--- src/hw/rtl/svg_pkg.sv ---
// ----------------------------------------------------------------------------
// svg_pkg
// Shared types, widths and constants of the UV sphere vertex generator.
// ----------------------------------------------------------------------------
package svg_pkg;

   localparam int IDX_W      = 11;
   localparam int RAD_W      = 16;
   localparam int POS_W      = 25;
   localparam int TEX_W      = 17;
   localparam int ANG_W      = 32;
   localparam int CSR_IDX_W  = 2;
   localparam int CSR_DATA_W = 16;
   localparam int ATAN_MAX   = 24;
   localparam int DIV_LAT    = 34;
   localparam int POST_LAT   = 4;

   localparam logic [CSR_IDX_W-1:0] CSR_SUBDIV = 2'd0;
   localparam logic [CSR_IDX_W-1:0] CSR_RADIUS = 2'd1;
   localparam logic [CSR_IDX_W-1:0] CSR_LAYOUT = 2'd2;

   localparam logic signed [32:0] CORDIC_GAIN = 33'sd652032874;

   localparam logic signed [POS_W-1:0] POS_MAX = 25'sd16777215;
   localparam logic signed [POS_W-1:0] POS_MIN = -25'sd16777216;

   typedef struct packed {
      logic [IDX_W-1:0] ring;
      logic [IDX_W-1:0] seg;
      logic             err;
   } svg_item_type;

   typedef struct packed {
      logic [IDX_W-1:0] subdiv;
      logic [IDX_W-2:0] half;
      logic [RAD_W-1:0] radius;
      logic             textured;
   } svg_cfg_type;

   // atan(2^-i) in 2^-32 turns
   function automatic logic [31:0] atan_turns(input int i);
      logic [31:0] t;
      begin
         case (i)
            0:  t = 32'h20000000;
            1:  t = 32'h12E4051E;
            2:  t = 32'h09FB385B;
            3:  t = 32'h051111D4;
            4:  t = 32'h028B0D43;
            5:  t = 32'h0145D7E1;
            6:  t = 32'h00A2F61E;
            7:  t = 32'h00517C55;
            8:  t = 32'h0028BE53;
            9:  t = 32'h00145F2F;
            10: t = 32'h000A2F98;
            11: t = 32'h000517CC;
            12: t = 32'h00028BE6;
            13: t = 32'h000145F3;
            14: t = 32'h0000A2F9;
            15: t = 32'h0000517D;
            16: t = 32'h000028BE;
            17: t = 32'h0000145F;
            18: t = 32'h00000A30;
            19: t = 32'h00000518;
            20: t = 32'h0000028C;
            21: t = 32'h00000146;
            22: t = 32'h000000A3;
            23: t = 32'h00000051;
            default: t = 32'h0;
         endcase
         return t;
      end
   endfunction

endpackage

--- src/hw/rtl/svg_front.sv ---
// ----------------------------------------------------------------------------
// svg_front
// Accepts vertex items, flags out-of-range indexes and queues them.
// ----------------------------------------------------------------------------
module svg_front (
   input  logic                      clock,
   input  logic                      reset,
   input  logic                      req_valid,
   output logic                      req_ready,
   input  logic [svg_pkg::IDX_W-1:0] req_ring_index,
   input  logic [svg_pkg::IDX_W-1:0] req_segment_index,
   input  svg_pkg::svg_cfg_type      cfg,
   input  logic                      pop,
   output logic                      head_valid,
   output svg_pkg::svg_item_type     head
);
   import svg_pkg::*;

   localparam int QD = 4;
   localparam int PW = 2;

   svg_item_type q_ff [QD];
   logic [PW-1:0] wr_ptr_ff, rd_ptr_ff;
   logic [PW:0]   cnt_ff;
   svg_item_type  item_in;
   logic          push;

   always_comb begin
      item_in.err  = (req_ring_index > cfg.subdiv) || (req_segment_index > cfg.subdiv);
      // error items run with zero indexes; outputs are forced to zero later
      item_in.ring = item_in.err ? '0 : req_ring_index;
      item_in.seg  = item_in.err ? '0 : req_segment_index;
   end

   assign req_ready  = (cnt_ff != (PW+1)'(QD));
   assign push       = req_valid && req_ready;
   assign head_valid = (cnt_ff != '0);
   assign head       = q_ff[rd_ptr_ff];

   always_ff @(posedge clock) begin
      if (push) begin
         q_ff[wr_ptr_ff] <= item_in;
      end
   end

   always_ff @(posedge clock) begin
      if (reset) begin
         wr_ptr_ff <= '0;
         rd_ptr_ff <= '0;
         cnt_ff    <= '0;
      end else begin
         if (push) wr_ptr_ff <= wr_ptr_ff + 1'b1;
         if (pop)  rd_ptr_ff <= rd_ptr_ff + 1'b1;
         if (push && !pop)      cnt_ff <= cnt_ff + 1'b1;
         else if (pop && !push) cnt_ff <= cnt_ff - 1'b1;
      end
   end

endmodule

--- config.mk ---
export PLATFORM = sky130hd
export DESIGN_NAME = svg_front
export DESIGN_NICKNAME = d
export VERILOG_FILES = /design/src/hw/rtl/svg_pkg.sv /design/src/hw/rtl/svg_front.sv
export SDC_FILE = /design/constraint.sdc
export NUM_CORES = 1
export LEC_CHECK = 0
export ABC_AREA = 1
export BUFFER_PORTS_ARGS = -buffer_cell sky130_fd_sc_hd__buf_2
export CORE_ASPECT_RATIO = 1.5
export CORE_UTILIZATION = 55
export DETAILED_ROUTE_END_ITERATION = 6
export PLACE_DENSITY = 0.79
export SETUP_SLACK_MARGIN = 0.15
export SLEW_MARGIN = 20
export SYNTH_ARGS = -nofsm -noshare
export SYNTH_HDL_FRONTEND = slang
export SYNTH_SLANG_ARGS = --single-unit
--- constraint.sdc ---
create_clock -name clock -period 5.35 [get_ports clock]
set_clock_uncertainty 0.2 [all_clocks]
set_input_delay 0.535 -clock clock [delete_from_list [all_inputs] [get_ports clock]]
set_output_delay 0.535 -clock clock [all_outputs]
set_load 0.01 [all_outputs]
After elaboration in Yosys (flattened, before gate mapping). Memory sizes are Yosys's and may differ from the RTL's. A register that Yosys moved wholly into a read port is not among the register bits. Cells that the tools add are included.

Register bits after elaboration: 7. RAM bits: 92. Bits of input ports: 64. Output and inout bits: 25. Logic and storage cells: 27. Memories: 1.

Memories: q_ff (depth 4, width 23, rd ports 1, clocked after Yosys merged registers in 1, wr ports 1, line svg_front.sv:22) `svg_item_type q_ff [QD];`.

Add/subtract/negate cells: 4. $lt $le $gt $ge: 2. Equal/unequal tests: 1. Multiplexer cells: 8. Reductions and logical operators: 8.

Operator list (number): $gt A11 B11 Y1 (2); $mux W11 (2); $mux W3 (2); $add A2 B1 Y2 const B (2); $mux W2 (2); $add A3 B1 Y3 const B (1); $logic_and A1 B1 Y1 (3); $ne A3 B3 Y1 const B (1); $reduce_bool A3 Y1 (1); $sub A3 B1 Y3 const B (1); $logic_not A1 Y1 (2); $mux W1 (2); $reduce_bool A2 Y1 (1); $logic_or A1 B1 Y1 (1).

Depth between registers and ports, before layout. Gate-level depths: netlist (run 1).

Depth after elaboration: 6. Mapped depth: 12. Depth with buffers taken out: 11.

Worst setup path before layout (run 1). No wires, ideal clock.

Kind: register to register. From: register cnt_ff[0]. To: memory q_ff[0][0] (netlist name), enable pin. Setup time: 0.403 ns. Data arrival time: 1.738 ns. Path slack: 3.009 ns. Stages on the path, launching flop included: 5. Period minus slack after synthesis: 2.341 ns. Cells stage by stage: dfxtp_1 inv_1 nand3_1 nand2_1 nor2_1.

Word-level cells in the longest chain between the ends: 4.

RTL lines: from (decl) (line svg_front.sv:24) `logic [PW:0] cnt_ff;`; from (signal assigned) (line svg_front.sv:54) `if (push && !pop) cnt_ff <= cnt_ff + 1'b1;`; from (signal assigned) (line svg_front.sv:55) `else if (pop && !push) cnt_ff <= cnt_ff - 1'b1;`; $ne A3 B3 Y1 (line svg_front.sv:35) `assign req_ready = (cnt_ff != (PW+1)'(QD));`; named net req_ready (line svg_front.sv:9) `output logic req_ready,`; $logic_and A1 B1 Y1 (line svg_front.sv:36) `assign push = req_valid && req_ready;`; $mux W1 (line svg_front.sv:41) `if (push) begin`; $mux W1 (not written as such) (line svg_front.sv:42) `q_ff[wr_ptr_ff] <= item_in;`; to (decl) (line svg_front.sv:22).

The timed path passes the listed nets, and every way through them passes these cells.

==> results of run 1 <==
## layout make-up
cell class | instances | share of cell area [%]
Sequential cell | 101 | 55.0
Clock buffer | 14 | 5.12
Timing Repair Buffer | 66 | 6.40
Tap cell | 105 | 2.45
Inverter | 65 | 4.56
Multi-Input combinational cell | 246 | 26.3
Clock inverter | 2 | 0.164
## worst paths after layout
path	endpoint	cells after the start	slack, ns
setup reg to reg	cnt_ff[2]$_SDFFE_PP0P_	11	3.01
hold reg to reg	wr_ptr_ff[0]$_SDFFE_PP0P_	2	0.31
setup / recovery	head[8]	4	2.16
hold / removal	cnt_ff[0]$_SDFFE_PP0P_	2	0.27
## cell usage after synthesis
cell / number / share of area [%]
edfxtp_1: 92 / 59
inv_1: 61 / 4.9
nor2_1: 60 / 4.8
o21ai_0: 46 / 4.9
nand2_1: 40 / 3.2
ha_1: 27 / 7.2
o22ai_1: 23 / 3.1
nor2_2: 19 / 2.5
a21oi_1: 10 / 1.1
dfxtp_1: 9 / 3.8
clkbuf_1: 8 / 0.64
buf_2: 5 / 0.53
nand3_1: 5 / 0.53
inv_2: 4 / 0.32
nand2_2: 3 / 0.40
a211oi_1: 2 / 0.32
buf_12: 2 / 0.85
nand4_1: 2 / 0.27
nor3_1: 2 / 0.21
o21ai_1: 2 / 0.21
buf_4: 1 / 0.16
fa_1: 1 / 0.43
nand2_4: 1 / 0.24
nor3b_1: 1 / 0.16
o21a_1: 1 / 0.16
or2_2: 1 / 0.13
## sequential cells by signal, indices dropped and copies added (netlist names), named ones only
name and flops:
wr_ptr_ff 2, rd_ptr_ff 2, cnt_ff 3, q_ff 92
## kinds of logic (layout without fill, tap and decap cells)
family	count (synthesis)	after routing	synth area share (%)
flip-flops	101	101	62.8
adder cells (fa/ha/maj)	28	28	7.63
AO/OA/AOI/OAI	84	84	9.74
AND/OR/NAND/NOR	134	134	12.5
buffers and inverters	81	147	7.39
## critical path: stages (launching register included)
cell	delay (ns)
dfxtp_1	0.90
inv_1	0.62
o21ai_0	0.26
o22ai_1	0.16
buf_2	0.17
## per-stage QoR
step                      utilization [%]  hold slack (ns)
final                                65.6            0.271
after global routing                 65.6            0.288
after CTS                            65.6            0.257
after detailed placement             62.2            0.308
after global placement               62.2            0.292
after floorplan                         -            0.280
## metal layers
| metal | up-vias | GRT usage [%] | part of all wire [%] |
|---|---|---|---|
| li1 | 1574 | - | - |
| met1 | 1525 | 27.6 | 41 |
| met2 | 100 | 39.7 | 52 |
| met3 | 14 | 5.48 | 4.7 |
| met4 | 0 | 11.1 | 2.3 |
| met5 | - | 0 | 0 |
## power by group through the flow
| stage | registers, mW | clock network (mW) | logic, mW |
|---|---|---|---|
| 6_report | 0.961 | 0.607 | 0.299 |
| 5_1_grt | 0.966 | 0.645 | 0.337 |
| 4_1_cts | 0.961 | 0.618 | 0.302 |
| 3_5_place_dp | 0.978 | 0 | 0.301 |
| 3_3_place_gp | 0.973 | 0 | 0.288 |
| 2_1_floorplan | 0.970 | 0 | 0.203 |
==> impl_summary.txt, run 1 <==
----------------------------------------------------
[Layout]
  Net count, final ... 581
  Commonest cells after routing, fill and taps aside ... 92 x edfxtp_1, 61 x inv_1, 61 x buf_2
  # diodes ... 0
  Footprint of the flip-flops and latches ... 2940 um2
  Layout overhead on the synthesized area ... 14.2%
  Post-route non-filler standard cell count ... 599
  Area of the multi-input gates ... 1410 um2
  Area of all placed cells without fillers ... 5350 um2
  Share of layout cells above drive strength 1 ... 22.5%
  Most common cell after layout, fill and taps aside ... edfxtp_1
  Count of fill cells added during filler insertion ... 628

[Drt]
  Post-route ant nets ... 0
  Number of violations reported at the end of detailed-routing iteration 0 ... 255
  Drt wl/cell ... 15.8 um
  Count of TritonRoute iterations in the first routing pass ... 4
  Wirelength, routed ... 9490 um
  DRC ... 0
  Via/cell ratio ... 5.36
  Vias after detailed routing ... 3213

[Flow run]
  Count of max-cap constraint violations ... 0

[Die]
  FP Rows ... 40
  Die W ... 77.4 um
  Core area ... 8160 um2
  Die height ... 115 um
  Count of boundary I/O pins ... 89
  Initial Util ... 57.5%
  Die outline area ... 8910 um2

[Synthesis]
  Count of warnings emitted by yosys ... 0
  Register bit total from synthesis ... 101
  Sequential element share of the synthesized area ... 62.8%
  Netlist area before placement ... 4690 um2
  Net Count, Synth ... 520
  Synthesized area divided by synthesized cell count ... 11.0 um2
  Gate Count Post-Synth ... 428
  Synth cell types ... 26

[Global routing]
  Number of global-route vias before repair ... 3223
  Maximum number of pins on one net before global-route repair ... 48
  Total gr overflow ... 0
  Aggregate global-route resource usage ... 23.2%
  Wire length of the first global-routing pass ... 15300 um
  Number of antenna violations at the first check in global routing ... 0

[Worst setup path]
  Startpoint of the lowest-slack register-to-register path ... cnt_ff[0]$_SDFFE_PP0P_
  Required time at the worst-slack endpoint ... 4.62 ns
  Crit path capture type ... output port
  Critical path arrival ... 2.46 ns
  Class of the most critical setup path ... register to output port
  Max Fanout on Critical Path ... 24
  CP Launch Type ... register

[Power]
  Maximum vdd drop ... 0.207 mV
  Sequential Power Share ... 51.5%
  Part of the total power dissipated in the clock network ... 32.5%
  Logic gate share of total power ... 16.0%
  Switching share of total power ... 25.4%
  Power density of the placed cells ... 349 nW/um2
  Internal power contribution ... 1.39 mW
  Leakage power summed over all cells ... 2.27 nW
  Switch Pwr ... 0.475 mW
  Overall power ... 1.87 mW

[STA]
  Fin worst setup slack ... 2.16 ns
  Final setup vio count ... 0
  Setup TNS Final ... 0 ns
  Setup repair after global routing missed its margin ... false
  Pins over their slew limit ... 0
  Final period util ... 59.7%
  Transition time at the pin with the least slew margin ... 0.896 ns
  Worst-case headroom to the max-slew limit ... 40.2%
  Fin crit period ... 3.19 ns
  Maximum achievable frequency ... 313 MHz
  Final hold violation count ... 0

[Placement]
  Final Wtd Congestion ... 0.790
  Cell count after placement ... 583
  Instance area at placement ... 5070 um2
  Hpwl dp ... 6190 um
  Minimum setup slack after placement ... 2.53 ns
  IO buf count ... 61

[Hold path]
  Worst hold-check path type ... input pin to register
  Startpoint of the worst hold path ... reset

[CTS]
  Count of buffers added by post-CTS timing repair for setup ... 0
  Post-CTS resize count ... 0
  TritonCTS Sinks ... 101
  Count of hold-fix buffers inserted at cts ... 0
  Clock tree from TritonCTS ... done
  CTS H-tree lvls ... 3
  Clock transition at path regs ... 0.06 ns
  Clock root cell ... clkbuf_16
  Clk Latency, worst-skew pair ... 0.34 ns
  Cts bufs inserted ... 9
  Buffer levels on the longest clock path ... 2

[Outcome]
  Run status ... finished, final reports clean

----------------------------------------------------
Power figures use the tool's default switching activity.
==> run 2, diff against run 1 <==
- ABC_AREA: 1 -> 0
- CORE_UTILIZATION: 55 -> 50
- PLACE_DENSITY: 0.79 -> 0.76
- clock period: 5.35 -> 2.9 ns (I/O delays scaled with it)
==> run 2 against run 1 <==
- count of clock-buffer cells in the layout stayed put
- combinational power grew to 2.7 times the previous value
- setup slack worse by 1.6 ns
- via count down 20%
- utilization fell by 5.9 points
- sequential power rose by 95%
- largest power group unchanged
==> impl_summary.txt, run 2 <==
----------------------------------------------------
[Worst setup path]
  Reg2reg setup slack ... 0.51 ns (-2.50 ns)
  Dominant delay contributor by cell family on the critical path ... adder cells
  Class of the most critical setup path ... register to register
  CP max-delay cell ... dfxtp_1
  Critical path arrival ... 2.47 ns (about the same)
  Depth of the worst register-to-register path ... 8 (-3)
  Crit path capture type ... register
  Required time at the worst-slack endpoint ... 2.98 ns (-1.64 ns)
  Launching instance or port of the critical path ... cnt_ff[0]$_SDFFE_PP0P_
  CP max stage delay ... 0.42 ns (-0.48 ns)
  Sequence of cells on the critical path ... nor2_1 > a21boi_2 > ha_1 > inv_1 > fa_1 > xor2_1 > or3_1 > a21oi_1
  CP Launch Type ... register
  CP Buf/Inv Count ... 1 (-1)
  End of the worst register-to-register path ... cnt_ff[2]$_SDFFE_PP0P_
  Logic depth of the worst setup path including buffers ... 8 (+4)
  Startpoint of the lowest-slack register-to-register path ... cnt_ff[0]$_SDFFE_PP0P_
  Destination of the critical timing path ... cnt_ff[2]$_SDFFE_PP0P_
  Max Fanout on Critical Path ... 7 (-71%)

[Layout]
  Most common cell after layout, fill and taps aside ... edfxtp_1
  Share of layout cells above drive strength 1 ... 38.3% (+16 points)
  Biggest registers after layout ... q_ff x92, cnt_ff x3
  # diodes ... 0 (unchanged)
  Register with the highest flop count ... q_ff
  Layout overhead on the synthesized area ... 15.8%
  Area of the multi-input gates ... 1630 um2 (+15%)
  Net count, final ... 445 (-23%)
  Footprint of the flip-flops and latches ... 2940 um2 (unchanged)
  Flip-flop count of the largest register, all copies and words added ... 92 (unchanged)
  Commonest cells after routing, fill and taps aside ... 92 x edfxtp_1, 61 x buf_2, 36 x inv_1
  Count of fill cells added during filler insertion ... 692 (+10%)
  Post-route non-filler standard cell count ... 470 (-22%)

[Drt]
  Via/cell ratio ... 5.48 (+2.2%)
  Number of violations reported at the end of detailed-routing iteration 0 ... 149 (-42%)
  Vias after detailed routing ... 2577 (-20%)
  DRC ... 0 (unchanged)
  Wirelength, routed ... 8200 um (-14%)
  Count of TritonRoute iterations in the first routing pass ... 4 (unchanged)
  Post-route ant nets ... 0 (unchanged)
  Drt wl/cell ... 17.4 um (+10%)

[Placement]
  Final Wtd Congestion ... 0.811 (+2.8%)
  Cell count after placement ... 453 (-22%)
  Hpwl dp ... 5830 um (-5.9%)
  IO buf count ... 61 (unchanged)

[Power]
  Power density of the placed cells ... 701 nW/um2 (+100%)
  Maximum vdd drop ... 0.381 mV (+84%)
  Leakage power summed over all cells ... 2.15 nW (-5.4%)

[Hold path]
  Worst hold-check path type ... input pin to register

[STA]
  Transition time at the pin with the least slew margin ... 0.832 ns (-0.0640 ns)
  Setup TNS Final ... 0 ns (unchanged)
  Pins over their slew limit ... 0 (unchanged)
  Final setup vio count ... 0 (unchanged)
  Hold slack ... 0.0529 ns (-0.218 ns)
  Worst-case headroom to the max-slew limit ... 44.5% (+4.3 points)
  Final hold violation count ... 0 (unchanged)
  Setup repair after global routing missed its margin ... false
  Maximum achievable frequency ... 418 MHz
  Final period util ... 82.4%
  Fin crit period ... 2.39 ns

[Die]
  FP Rows ... 43 (+7.5%)
  Die W ... 82.0 um (+5.9%)
  Core area ... 9310 um2 (+14%)
  Count of boundary I/O pins ... 89 (unchanged)
  Initial Util ... 51.6% (-5.9 points)
  Die height ... 122 um (+6.0%)
  Die outline area ... 10000 um2 (+12%)

[Synthesis]
  Most frequent cells after synthesis ... 92 x edfxtp_1, 36 x inv_1, 27 x ha_1
  Share of flip-flops with an asynchronous set or reset ... 0% (unchanged)
  Area fraction of the dominant cell type after synthesis ... 57.6% (-1.4 points)
  Main synth FF type ... edfxtp_1
  Netlist area before placement ... 4800 um2 (+2.3%)
  Most common cell in the synthesized netlist ... edfxtp_1
  Gate Count Post-Synth ... 284 (-34%)
  Cell accounting for the most synthesized area ... edfxtp_1
  Synth area leaders ... edfxtp_1 58%, mux4_2 11%, ha_1 7.0%
  Count of flip-flops with a built-in enable after synthesis ... 92 (unchanged)
  Count of warnings emitted by yosys ... 0 (unchanged)
  Synthesized area divided by synthesized cell count ... 16.9 um2 (+54%)
  Sequential element share of the synthesized area ... 61.3% (-1.4 points)
  Synth cell types ... 36 (+38%)
  Net Count, Synth ... 376 (-28%)
  Register bit total from synthesis ... 101 (unchanged)

[Global routing]
  Number of global-route vias before repair ... 2637 (-18%)
  Wire length of the first global-routing pass ... 13000 um (-15%)
  Aggregate global-route resource usage ... 18.4% (-4.8 points)
  Number of antenna violations at the first check in global routing ... 0 (unchanged)
  Maximum number of pins on one net before global-route repair ... 24 (-50%)
  Total gr overflow ... 0 (unchanged)

[CTS]
  CTS H-tree lvls ... 3 (unchanged)
  Clock transition at path regs ... 0.07 ns (about the same)
  Cts bufs inserted ... 9 (unchanged)
  Clock root cell ... clkbuf_16
  Count of buffers added by post-CTS timing repair for setup ... 0 (unchanged)
  Clk Latency, worst-skew pair ... 0.34 ns (about the same)
  Clock tree from TritonCTS ... done
  TritonCTS Sinks ... 101 (unchanged)
  Buffer levels on the longest clock path ... 2 (unchanged)

[Flow run]
  Count of max-cap constraint violations ... 0 (unchanged)

[Outcome]
  Run status ... finished, final reports clean

----------------------------------------------------
## run 2: layout make-up
cell class | count | share of cell area [%]
clock buffers | 14 | 5.52
well taps | 112 | 2.52
multi-input cells | 133 | 29.2
inverters | 36 | 2.43
clock inverters | 2 | 0.315
repair buffers | 72 | 7.02
flip-flops and latches | 101 | 52.9
## run 2: layer usage
layer / part of all wire [%] / routed length [um] / global-route usage (%) / vias up
met3: 4.9 / 404 / 4.27 / 13
met5: 0 / 0 / 0 / -
li1: - / - / - / 1256
met2: 51 / 4170 / 31.2 / 71
met1: 42 / 3460 / 22.6 / 1237
met4: 2.1 / 174 / 6.80 / 0
## run 2: repair_timing
| action | CTS | global route |
|---|---|---|
| endpoints found under the hold margin | 1 | 0 |
| hold buffers | 1 | 0 |
| gates resized for setup | 0 | 0 |
## run 2: report_power, final
group          internal (mW)  switching [mW]  leakage, nW
Combinational          0.350           0.456         1.06
Clock                  0.738           0.486        0.160
Sequential              1.81          0.0572        0.933
Total                   2.90           0.999         2.15
## run 2: worst min-delay path by stage
stage / slack [ns] / depth (start not counted) / from / endpoint
after floorplan: 0.25 / 2 / pop / register
after global placement: 0.31 / 2 / cnt_ff[2]$_SDFFE_PP0P_ / cnt_ff[2]$_SDFFE_PP0P_
after detailed placement: 0.32 / 2 / cnt_ff[2]$_SDFFE_PP0P_ / cnt_ff[2]$_SDFFE_PP0P_
after CTS: 0.04 / 3 / pop / rd_ptr_ff[0]$_SDFFE_PP0P_
after global routing: 0.06 / 3 / pop / rd_ptr_ff[0]$_SDFFE_PP0P_
final: 0.05 / 3 / pop / rd_ptr_ff[0]$_SDFFE_PP0P_
## run 2: cells by family (layout without fill, tap and decap cells)
kind of cell    after synthesis  in the layout  synth area share (%)
fa+ha+maj                    28             28                  7.46
flops                       101            101                  61.3
mux                          25             25                  11.2
simple gates                 32             32                  4.43
compound gates               43             43                  9.85
buf+inv                      50            124                  4.82
xor+xnor                      5              5                 0.913
## run 2: metrics by stage
| step | worst slack, ns | utilization (%) | power [mW] | instance area, um2 |
|---|---|---|---|---|
| 6_report | 0.511 | 59.7 | 3.90 | 5560 |
| 2_1_floorplan | 0.717 | - | 2.46 | 4800 |
| 5_1_grt | 0.363 | 59.7 | 4.06 | 5560 |
| 3_5_place_dp | 0.227 | 56.1 | 2.71 | 5220 |
| 3_3_place_gp | 0.274 | 56.1 | 2.68 | 5220 |
| 4_1_cts | 0.509 | 59.7 | 3.93 | 5560 |
## run 2: worst min-delay path: cells and delay by family
family                    cells  cell delay, ns
and+or+nand+nor               1            0.08
xor gates and xnor gates      1            0.09
buffers and inverters         1            0.11
